### src/design/pulse_width_bit_sender_assert.svh
// Assertion macros shared by the pulse-width sender modules.
`ifndef PULSE_WIDTH_BIT_SENDER_ASSERT_SVH
`define PULSE_WIDTH_BIT_SENDER_ASSERT_SVH

// Same-cycle implication, checked outside reset.
`define PWBS_ASSERT_NOW(label, clk, rst, ante, cons) \
  label: assert property (@(posedge clk) disable iff (rst) (ante) |-> (cons)) \
    else $error("pwbs assertion failed");

// Next-cycle implication, checked outside reset.
`define PWBS_ASSERT_NEXT(label, clk, rst, ante, cons) \
  label: assert property (@(posedge clk) disable iff (rst) (ante) |=> (cons)) \
    else $error("pwbs assertion failed");

`endif

### src/design/pwbs_pkg.sv
package pwbs_pkg;

  // Default word length of a byte load.
  localparam int BITS_PER_WORD_DEF = 8;

  localparam int CFG_W     = 8;
  localparam int CFG_IDX_W = 3;

  // Register indexes on the configuration port.
  localparam logic [CFG_IDX_W-1:0] REG_LONG  = 3'd0;
  localparam logic [CFG_IDX_W-1:0] REG_SHORT = 3'd1;
  localparam logic [CFG_IDX_W-1:0] REG_LEAD  = 3'd2;
  localparam logic [CFG_IDX_W-1:0] REG_PULSE = 3'd3;
  localparam logic [CFG_IDX_W-1:0] REG_GAP   = 3'd4;

  // Register reset values.
  localparam logic [CFG_W-1:0] LONG_RST  = 8'd40;
  localparam logic [CFG_W-1:0] SHORT_RST = 8'd10;
  localparam logic [CFG_W-1:0] LEAD_RST  = 8'd200;
  localparam logic [CFG_W-1:0] PULSE_RST = 8'd50;
  localparam logic [CFG_W-1:0] GAP_RST   = 8'd20;

  // Input item kinds.
  localparam logic [1:0] KIND_TICK = 2'd0;
  localparam logic [1:0] KIND_BYTE = 2'd1;
  localparam logic [1:0] KIND_MARK = 2'd2;

  // Sender modes.
  localparam logic [1:0] MODE_IDLE = 2'd0;
  localparam logic [1:0] MODE_BYTE = 2'd1;
  localparam logic [1:0] MODE_MARK = 2'd2;

  // Marker steps.
  localparam logic [2:0] MARK_LEAD   = 3'd0;
  localparam logic [2:0] MARK_PULSE1 = 3'd1;
  localparam logic [2:0] MARK_GAP1   = 3'd2;
  localparam logic [2:0] MARK_PULSE2 = 3'd3;
  localparam logic [2:0] MARK_GAP2   = 3'd4;
  localparam logic [2:0] MARK_TAIL   = 3'd5;

  // Phase lengths from the configuration registers.
  typedef struct packed {
    logic [CFG_W-1:0] long_ticks;
    logic [CFG_W-1:0] short_ticks;
    logic [CFG_W-1:0] marker_lead_ticks;
    logic [CFG_W-1:0] marker_pulse_ticks;
    logic [CFG_W-1:0] marker_gap_ticks;
  } timing_t;

  // One result item.
  typedef struct packed {
    logic pin_level;
    logic busy_res;
    logic done_res;
    logic rejected;
  } result_t;

endpackage

### src/design/pwbs_core.sv
`include "pulse_width_bit_sender_assert.svh"

module pwbs_core #(
  parameter int BITS_PER_WORD = pwbs_pkg::BITS_PER_WORD_DEF
) (
  input  logic              clk,
  input  logic              rst,
  input  logic              step_en,
  input  logic [1:0]        kind,
  input  logic [7:0]        data_byte,
  input  pwbs_pkg::timing_t timing,
  output pwbs_pkg::result_t result
);

  localparam int IDX_W = (BITS_PER_WORD > 1) ? $clog2(BITS_PER_WORD) : 1;
  localparam logic [IDX_W-1:0] LAST_BIT = IDX_W'(BITS_PER_WORD - 1);

  logic [1:0]               mode, mode_next;
  logic [BITS_PER_WORD-1:0] shift_bits, shift_bits_next;
  logic [IDX_W-1:0]         bit_index, bit_index_next;
  logic                     high_phase, high_phase_next;
  logic [2:0]               marker_step, marker_step_next;
  logic [7:0]               tick_count, tick_count_next;

  logic                     cur_level;
  logic [7:0]               raw_len, phase_len, tick_inc;
  logic [BITS_PER_WORD+7:0] data_ext;
  logic                     level, done, rej;

  assign data_ext = {{BITS_PER_WORD{1'b0}}, data_byte};
  assign tick_inc = tick_count + 8'd1;

  // Level the pin holds in the current phase.
  always_comb begin
    unique case (mode)
      pwbs_pkg::MODE_BYTE: cur_level = high_phase;
      pwbs_pkg::MODE_MARK: cur_level = (marker_step == pwbs_pkg::MARK_PULSE1) ||
                                       (marker_step == pwbs_pkg::MARK_PULSE2);
      default:             cur_level = 1'b0;
    endcase
  end

  // Length of the current phase; a zero register still gives one tick.
  always_comb begin
    if (mode == pwbs_pkg::MODE_BYTE) begin
      if (high_phase == shift_bits[BITS_PER_WORD-1]) begin
        raw_len = timing.long_ticks;
      end else begin
        raw_len = timing.short_ticks;
      end
    end else if ((marker_step == pwbs_pkg::MARK_PULSE1) ||
                 (marker_step == pwbs_pkg::MARK_PULSE2)) begin
      raw_len = timing.marker_pulse_ticks;
    end else if ((marker_step == pwbs_pkg::MARK_GAP1) ||
                 (marker_step == pwbs_pkg::MARK_GAP2)) begin
      raw_len = timing.marker_gap_ticks;
    end else begin
      raw_len = timing.marker_lead_ticks;
    end
    phase_len = (raw_len == 8'd0) ? 8'd1 : raw_len;
  end

  // Next state and result for one item.
  always_comb begin
    mode_next        = mode;
    shift_bits_next  = shift_bits;
    bit_index_next   = bit_index;
    high_phase_next  = high_phase;
    marker_step_next = marker_step;
    tick_count_next  = tick_count;
    level            = cur_level;
    done             = 1'b0;
    rej              = 1'b0;
    unique case (kind)
      pwbs_pkg::KIND_TICK: begin
        if (mode != pwbs_pkg::MODE_IDLE) begin
          tick_count_next = tick_inc;
          if (tick_inc >= phase_len) begin
            tick_count_next = 8'd0;
            if (mode == pwbs_pkg::MODE_BYTE) begin
              if (high_phase) begin
                high_phase_next = 1'b0;
              end else begin
                shift_bits_next = shift_bits << 1;
                if (bit_index == LAST_BIT) begin
                  mode_next      = pwbs_pkg::MODE_IDLE;
                  bit_index_next = '0;
                  done           = 1'b1;
                end else begin
                  bit_index_next  = bit_index + IDX_W'(1);
                  high_phase_next = 1'b1;
                end
              end
            end else begin
              if (marker_step >= pwbs_pkg::MARK_TAIL) begin
                mode_next        = pwbs_pkg::MODE_IDLE;
                marker_step_next = pwbs_pkg::MARK_LEAD;
                done             = 1'b1;
              end else begin
                marker_step_next = marker_step + 3'd1;
              end
            end
          end
        end
      end
      pwbs_pkg::KIND_BYTE: begin
        if (mode != pwbs_pkg::MODE_IDLE) begin
          rej = 1'b1;
        end else begin
          mode_next       = pwbs_pkg::MODE_BYTE;
          shift_bits_next = data_ext[BITS_PER_WORD-1:0];
          bit_index_next  = '0;
          high_phase_next = 1'b1;
          tick_count_next = 8'd0;
          level           = 1'b1;
        end
      end
      pwbs_pkg::KIND_MARK: begin
        if (mode != pwbs_pkg::MODE_IDLE) begin
          rej = 1'b1;
        end else begin
          mode_next        = pwbs_pkg::MODE_MARK;
          marker_step_next = pwbs_pkg::MARK_LEAD;
          high_phase_next  = 1'b0;
          tick_count_next  = 8'd0;
          level            = 1'b0;
        end
      end
      default: begin
        level = cur_level;
      end
    endcase
  end

  assign result.pin_level = level;
  assign result.busy_res  = (mode_next != pwbs_pkg::MODE_IDLE);
  assign result.done_res  = done;
  assign result.rejected  = rej;

  // Sender state, updated once per accepted item.
  always_ff @(posedge clk) begin
    if (rst) begin
      mode        <= pwbs_pkg::MODE_IDLE;
      shift_bits  <= '0;
      bit_index   <= '0;
      high_phase  <= 1'b0;
      marker_step <= pwbs_pkg::MARK_LEAD;
      tick_count  <= 8'd0;
    end else if (step_en) begin
      mode        <= mode_next;
      shift_bits  <= shift_bits_next;
      bit_index   <= bit_index_next;
      high_phase  <= high_phase_next;
      marker_step <= marker_step_next;
      tick_count  <= tick_count_next;
    end
  end

  // An idle sender has all its counters back at zero.
  `PWBS_ASSERT_NOW(a_idle_clear, clk, rst, mode == pwbs_pkg::MODE_IDLE,
    (tick_count == 8'd0) && (bit_index == '0) && (marker_step == pwbs_pkg::MARK_LEAD))
  // A load taken while busy changes nothing.
  `PWBS_ASSERT_NEXT(a_reject_hold, clk, rst,
    step_en && result.rejected,
    (mode == $past(mode)) && (tick_count == $past(tick_count)) &&
    (shift_bits == $past(shift_bits)))
  // A finished sequence leaves the sender idle.
  `PWBS_ASSERT_NEXT(a_done_idle, clk, rst,
    step_en && result.done_res, mode == pwbs_pkg::MODE_IDLE)

endmodule

### src/design/pulse_width_bit_sender.sv
// Channel   Handshake               Payload
// in        in_valid / in_ready     kind, data_byte
// out       out_valid / out_ready   pin_level, busy_res, done_res, rejected
// cfg       cfg_write_en            cfg_index, cfg_data
//
// One item is taken per cycle while in_ready is high; the sender state and result
// are computed in one pass, and the result enters the output or skid register.
// A two-entry output stage (result register plus skid register) keeps in_ready
// high while one result waits; in_ready drops only when both entries are full.
// Synchronous reset clears sender state and both output entries, presets registers.
`include "pulse_width_bit_sender_assert.svh"

module pulse_width_bit_sender #(
  parameter int BITS_PER_WORD = pwbs_pkg::BITS_PER_WORD_DEF
) (
  input  logic                             clk,
  input  logic                             rst,
  input  logic                             in_valid,
  output logic                             in_ready,
  input  logic [1:0]                       kind,
  input  logic [7:0]                       data_byte,
  output logic                             out_valid,
  input  logic                             out_ready,
  output logic                             pin_level,
  output logic                             busy_res,
  output logic                             done_res,
  output logic                             rejected,
  input  logic                             cfg_write_en,
  input  logic [pwbs_pkg::CFG_IDX_W-1:0]   cfg_index,
  input  logic [pwbs_pkg::CFG_W-1:0]       cfg_data
);

  pwbs_pkg::timing_t timing;
  pwbs_pkg::result_t step_res, out_res, skid_res;
  logic              in_xfer, out_xfer, skid_valid;

  assign in_ready = !skid_valid;
  assign in_xfer  = in_valid && in_ready;
  assign out_xfer = out_valid && out_ready;

  // Configuration registers.
  always_ff @(posedge clk) begin
    if (rst) begin
      timing.long_ticks         <= pwbs_pkg::LONG_RST;
      timing.short_ticks        <= pwbs_pkg::SHORT_RST;
      timing.marker_lead_ticks  <= pwbs_pkg::LEAD_RST;
      timing.marker_pulse_ticks <= pwbs_pkg::PULSE_RST;
      timing.marker_gap_ticks   <= pwbs_pkg::GAP_RST;
    end else if (cfg_write_en) begin
      unique case (cfg_index)
        pwbs_pkg::REG_LONG:  timing.long_ticks         <= cfg_data;
        pwbs_pkg::REG_SHORT: timing.short_ticks        <= cfg_data;
        pwbs_pkg::REG_LEAD:  timing.marker_lead_ticks  <= cfg_data;
        pwbs_pkg::REG_PULSE: timing.marker_pulse_ticks <= cfg_data;
        pwbs_pkg::REG_GAP:   timing.marker_gap_ticks   <= cfg_data;
        default: begin
        end
      endcase
    end
  end

  pwbs_core #(
    .BITS_PER_WORD (BITS_PER_WORD)
  ) u_core (
    .clk       (clk),
    .rst       (rst),
    .step_en   (in_xfer),
    .kind      (kind),
    .data_byte (data_byte),
    .timing    (timing),
    .result    (step_res)
  );

  // Output register with a skid entry behind it.
  always_ff @(posedge clk) begin
    if (rst) begin
      out_valid  <= 1'b0;
      skid_valid <= 1'b0;
    end else if (out_xfer || !out_valid) begin
      if (skid_valid) begin
        out_res    <= skid_res;
        out_valid  <= 1'b1;
        skid_valid <= 1'b0;
      end else begin
        out_res   <= step_res;
        out_valid <= in_xfer;
      end
    end else if (in_xfer) begin
      skid_res   <= step_res;
      skid_valid <= 1'b1;
    end
  end

  assign pin_level = out_res.pin_level;
  assign busy_res  = out_res.busy_res;
  assign done_res  = out_res.done_res;
  assign rejected  = out_res.rejected;

  // The skid entry is only used behind a full output register.
  `PWBS_ASSERT_NOW(a_skid_behind_out, clk, rst, skid_valid, out_valid)
  // A stalled result is not dropped.
  `PWBS_ASSERT_NEXT(a_out_hold, clk, rst, out_valid && !out_ready, out_valid)
  // A transfer into a stalled output lands in the skid entry.
  `PWBS_ASSERT_NEXT(a_skid_fill, clk, rst,
    in_xfer && out_valid && !out_ready, skid_valid)

endmodule

### config.mk
export PLATFORM = sky130hd
export DESIGN_NAME = pulse_width_bit_sender
export DESIGN_NICKNAME = d
export VERILOG_FILES = /design/src/design/pwbs_pkg.sv /design/src/design/pwbs_core.sv /design/src/design/pulse_width_bit_sender.sv
export VERILOG_INCLUDE_DIRS = /design/src /design/src/design
export SDC_FILE = /design/constraint.sdc
export NUM_CORES = 1
export LEC_CHECK = 0
export ABC_CLOCK_PERIOD_IN_PS = 3900
export BUFFER_PORTS_ARGS = -buffer_cell sky130_fd_sc_hd__buf_2
export CAP_MARGIN = 15
export CORE_MARGIN = 10
export CORE_UTILIZATION = 46
export CTS_CLUSTER_SIZE = 10
export DETAILED_ROUTE_END_ITERATION = 8
export GPL_TIMING_DRIVEN = 1
export SYNTH_ARGS = -nofsm -noshare
export SYNTH_HDL_FRONTEND = slang
export SYNTH_SLANG_ARGS = --single-unit
### constraint.sdc
create_clock -name clk -period 3.9 [get_ports clk]
set_clock_uncertainty 0.1 [all_clocks]
set_input_delay 0.78 -clock clk [delete_from_list [all_inputs] [get_ports clk]]
set_output_delay 0.78 -clock clk [all_outputs]
set_load 0.02 [all_outputs]
==> key figures <==
Critical path
  • Worst Setup End Kind: register
  • Critical-path top delay cell: or2_2
  • FF-to-FF Start: u_core.marker_step[1]
  • Max stage delay on crit path: 0.41 ns
  • R2r worst-path depth: 11
  • Signal arrival time at the worst endpoint: 3.62 ns
  • Cell family with most CP delay: compound AO/OA/AOI/OAI gates
  • R2r endpoint: done_res
  • Crit-path cells: ha_1 > ha_1 > or2_2 > a221oi_2 > inv_1 > ha_1 > and2_1 > a221oi_2 > o21a_1 > nor3_1 > mux2_2
  • Number of buffer and inverter stages on the critical path: 1
  • CP Depth: 11
  • CP Max Fanout: 9
  • R2r setup slk: 0.27 ns
  • Worst EP required: 3.89 ns
  • Crit path launch type: register
  • Most common cell type on the critical path: ha_1
  • Kind of critical path: register to register

Placed design
  • Placed Cells: 606
  • Post-detail-place hpwl: 7.69 mm
  • Port buffer count: 31
  • Post-Place Setup Slack: 0.0805 ns
  • GPL Wtd Cong: 0.882

Clock network
  • CTS resizes: 0
  • Clock Path Buffers: 2
  • CTS Sinks: 75
  • Cts bufs inserted: 9
  • Hold-fix buffers at CTS: 0
  • H-Tree Depth: 3
  • CTS tree: done
  • CTS root buf: clkbuf_8
  • Clock-pin slew on the worst setup and hold paths: 0.08 ns
  • Clk Latency, worst-skew pair: 0.35 ns
  • Setup Buffers After CTS: 0

Synth
  • Area contributors post-synth: dfxtp_1, nand2_1, ha_1, mux2i_1, edfxtp_1
  • Mapped Cells: 479
  • Fraction of registers with async set/reset: 0%
  • Mapped Avg Cell Area: 8.80 sq um
  • Post-synth EDFFs: 8
  • Synth top area share: 31.8%
  • Post-Syn Nets: 529
  • YS warnings: 0
  • Count of cell types in the netlist: 63
  • Mapped Area: 4220 sq um
  • Post-synthesis register bit count: 75
  • Prevailing post-synth register cell: dfxtp_1
  • Post-synth top area cell: dfxtp_1
  • Sequential area share after synthesis: 37.5%

Global route
  • Layer with the highest usage: met2
  • Largest net degree at the start of global routing: 40
  • Met3 Use GR: 3.51%
  • GRT Total Usage: 15.7%
  • Vias in the first global route: 3,461
  • Met1 Usage GRT: 19.0%
  • Antenna violations before repair: 0
  • Met2 global-route usage: 27.2%
  • GR Overflow Total: 0
  • First-pass GRT wire length: 17.0 mm

Floorplan
  • # rows: 34
  • Total Die Area: 13,400 sq um
  • Initial cell density of the core: 47.9%
  • Die X: 116 microns
  • I/O pin cnt: 32
  • Die Span Y: 116 microns
  • Core area: 8810 sq um

Route
  • Drt wl/cell: 16.6 microns
  • DR iter-0 viols: 213
  • Final ANT Viol Nets: 0
  • Drt total wl: 10.3 mm
  • Vias: 3,525
  • Residual DRC count: 0
  • Drt first pass iters: 5
  • Via/cell ratio: 5.68

Timing
  • Final setup violation count: 0
  • Setup TNS: 0 ns
  • Post-route worst setup slack: 0.268 ns
  • Hold Vio Cnt, Final: 0
  • Final period utilization: 93.1%
  • Achievable Freq: 0.275 GHz
  • Period minus WS final: 3.63 ns
  • Slew @ Worst Pin: 0.807 ns
  • Final Slew Violations: 0
  • Slew HR: 46.2%
  • RSZ-0062 raised after global routing: no

Hold path
  • Hold EP: timing[11]
  • Min-delay src: timing[11]
  • HP Class: register to register
  • Hold Path Stages: 2

Pwr
  • Pleak: 1.89 nW
  • Cell Pwr Density: 351 nW/um^2
  • Max VDD drop: 0.176 mV

Layout
  • Layout overhead on the synthesized area: 11.7%
  • Non-Filler Instances: 621
  • Final Net Count: 559
  • N_diodes: 0
  • Final Util: 53.5%
  • Layout cells sized above 1: 17.3%

Outcome
  • Status: finished clean

Run
  • Max-cap check violation count: 0
[metal layers]
metal  vias up  wire [microns]
li1       1757               -
met1      1666            4740
met2        82            4940
met3        20             421
met4         0             177
met5         -               0
[cell families (layout without fill, tap and decap cells)]
family | after synthesis | in the layout | share of synthesized area, %
mux | 34 | 34 | 8.61
xor+xnor | 7 | 7 | 1.90
compound gates | 107 | 107 | 19.0
flops | 75 | 75 | 37.5
fa+ha+maj | 24 | 24 | 7.12
simple gates | 195 | 195 | 22.2
buf+inv | 37 | 71 | 3.68
[flip-flops by register name, summed over array words and instances (netlist names)]
name                cells
busy_res                1
done_res                1
out_valid               1
pin_level               1
rejected                1
skid_res                4
skid_valid              1
timing                 40
u_core.bit_index        3
u_core.high_phase       1
u_core.marker_step      3
u_core.mode             2
u_core.shift_bits       8
u_core.tick_count       8
[final cells by class]
type	count	area [sq um]
Fill cell	841	4100
Multi-Input combinational cell	367	2510
Sequential cell	75	1580
Timing Repair Buffer	40	223
Clock buffer	11	151
Tap cell	108	135
Inverter	16	60.1
Clock inverter	4	48.8
[cells in the final DEF (no fill, tap or decap), types with 7 or more instances in the layout]
cell type and n:
buf_4 9, nor2b_1 16, nor3_1 10, a22oi_1 9
inv_1 16, a211oi_1 11, mux2_2 7, clkbuf_8 11
nand3_1 8, o21ai_0 10, a21oi_1 33, buf_2 31
edfxtp_1 8, ha_1 24, nand2b_1 8, nor2_1 32
a211oi_2 7, dfxtp_1 66, nand2_1 88, mux2i_1 24
nand3b_1 13
[tightest hold or removal path: cells and delay by family, from the launching register on]
family | cells | cell delay, ns
flip-flops | 1 | 0.31
AO/OA/AOI/OAI | 1 | 0.06
AND/OR/NAND/NOR | 1 | 0.05
[worst max path at each step]
stage,from,end,slack (ns)
3_5_place_dp,u_core.marker_step[0],u_core.shift_bits[3],0.08
4_1_cts,u_core.marker_step[0],u_core.marker_step[2],0.08
2_1_floorplan,u_core.marker_step[0],u_core.marker_step[2],0.46
5_1_grt,u_core.marker_step[1],u_core.shift_bits[3],0.07
3_3_place_gp,u_core.marker_step[0],u_core.marker_step[2],0.20
6_report,u_core.marker_step[1],done_res,0.27
[metrics by stage]
stage	power (mW)	hold WS (ns)	area, sq um
after floorplan	0.983	0.331	4220
after global placement	1.05	0.341	4480
after detailed placement	1.06	0.353	4480
after CTS	1.66	0.364	4680
after global routing	1.73	0.381	4710
final	1.65	0.364	4710
[synth_stat cells (all sizes together), types with 2 or more instances]
library cell  number
nand2             88
nand3              8
a21o               4
and2               3
nand3b            13
a32o               2
mux2i             25
a22o               2
nor4               2
a22oi              9
edfxtp             8
or2                2
buf                8
a31oi              4
nor2              33
nor3              11
a211oi            18
xnor2              3
o21ai             11
a221oi             3
nand2b             8
and3               4
o211ai             3
xor2               4
nor2b             17
a21oi             33
clkbuf            13
dfxtp             67
ha                24
mux2               9
o221ai             2
inv               16
o2111ai            2
nor3b              4
a211o              4
[where the power goes]
part	switching (mW)	leakage, nW	internal [mW]	total (mW)
Sequential	0.0127	0.620	0.801	0.814
Combinational	0.138	1.17	0.0908	0.228
Clock	0.285	0.102	0.326	0.612
Total	0.436	1.89	1.22	1.65
No activity file was read; power rests on OpenSTA's default activity.
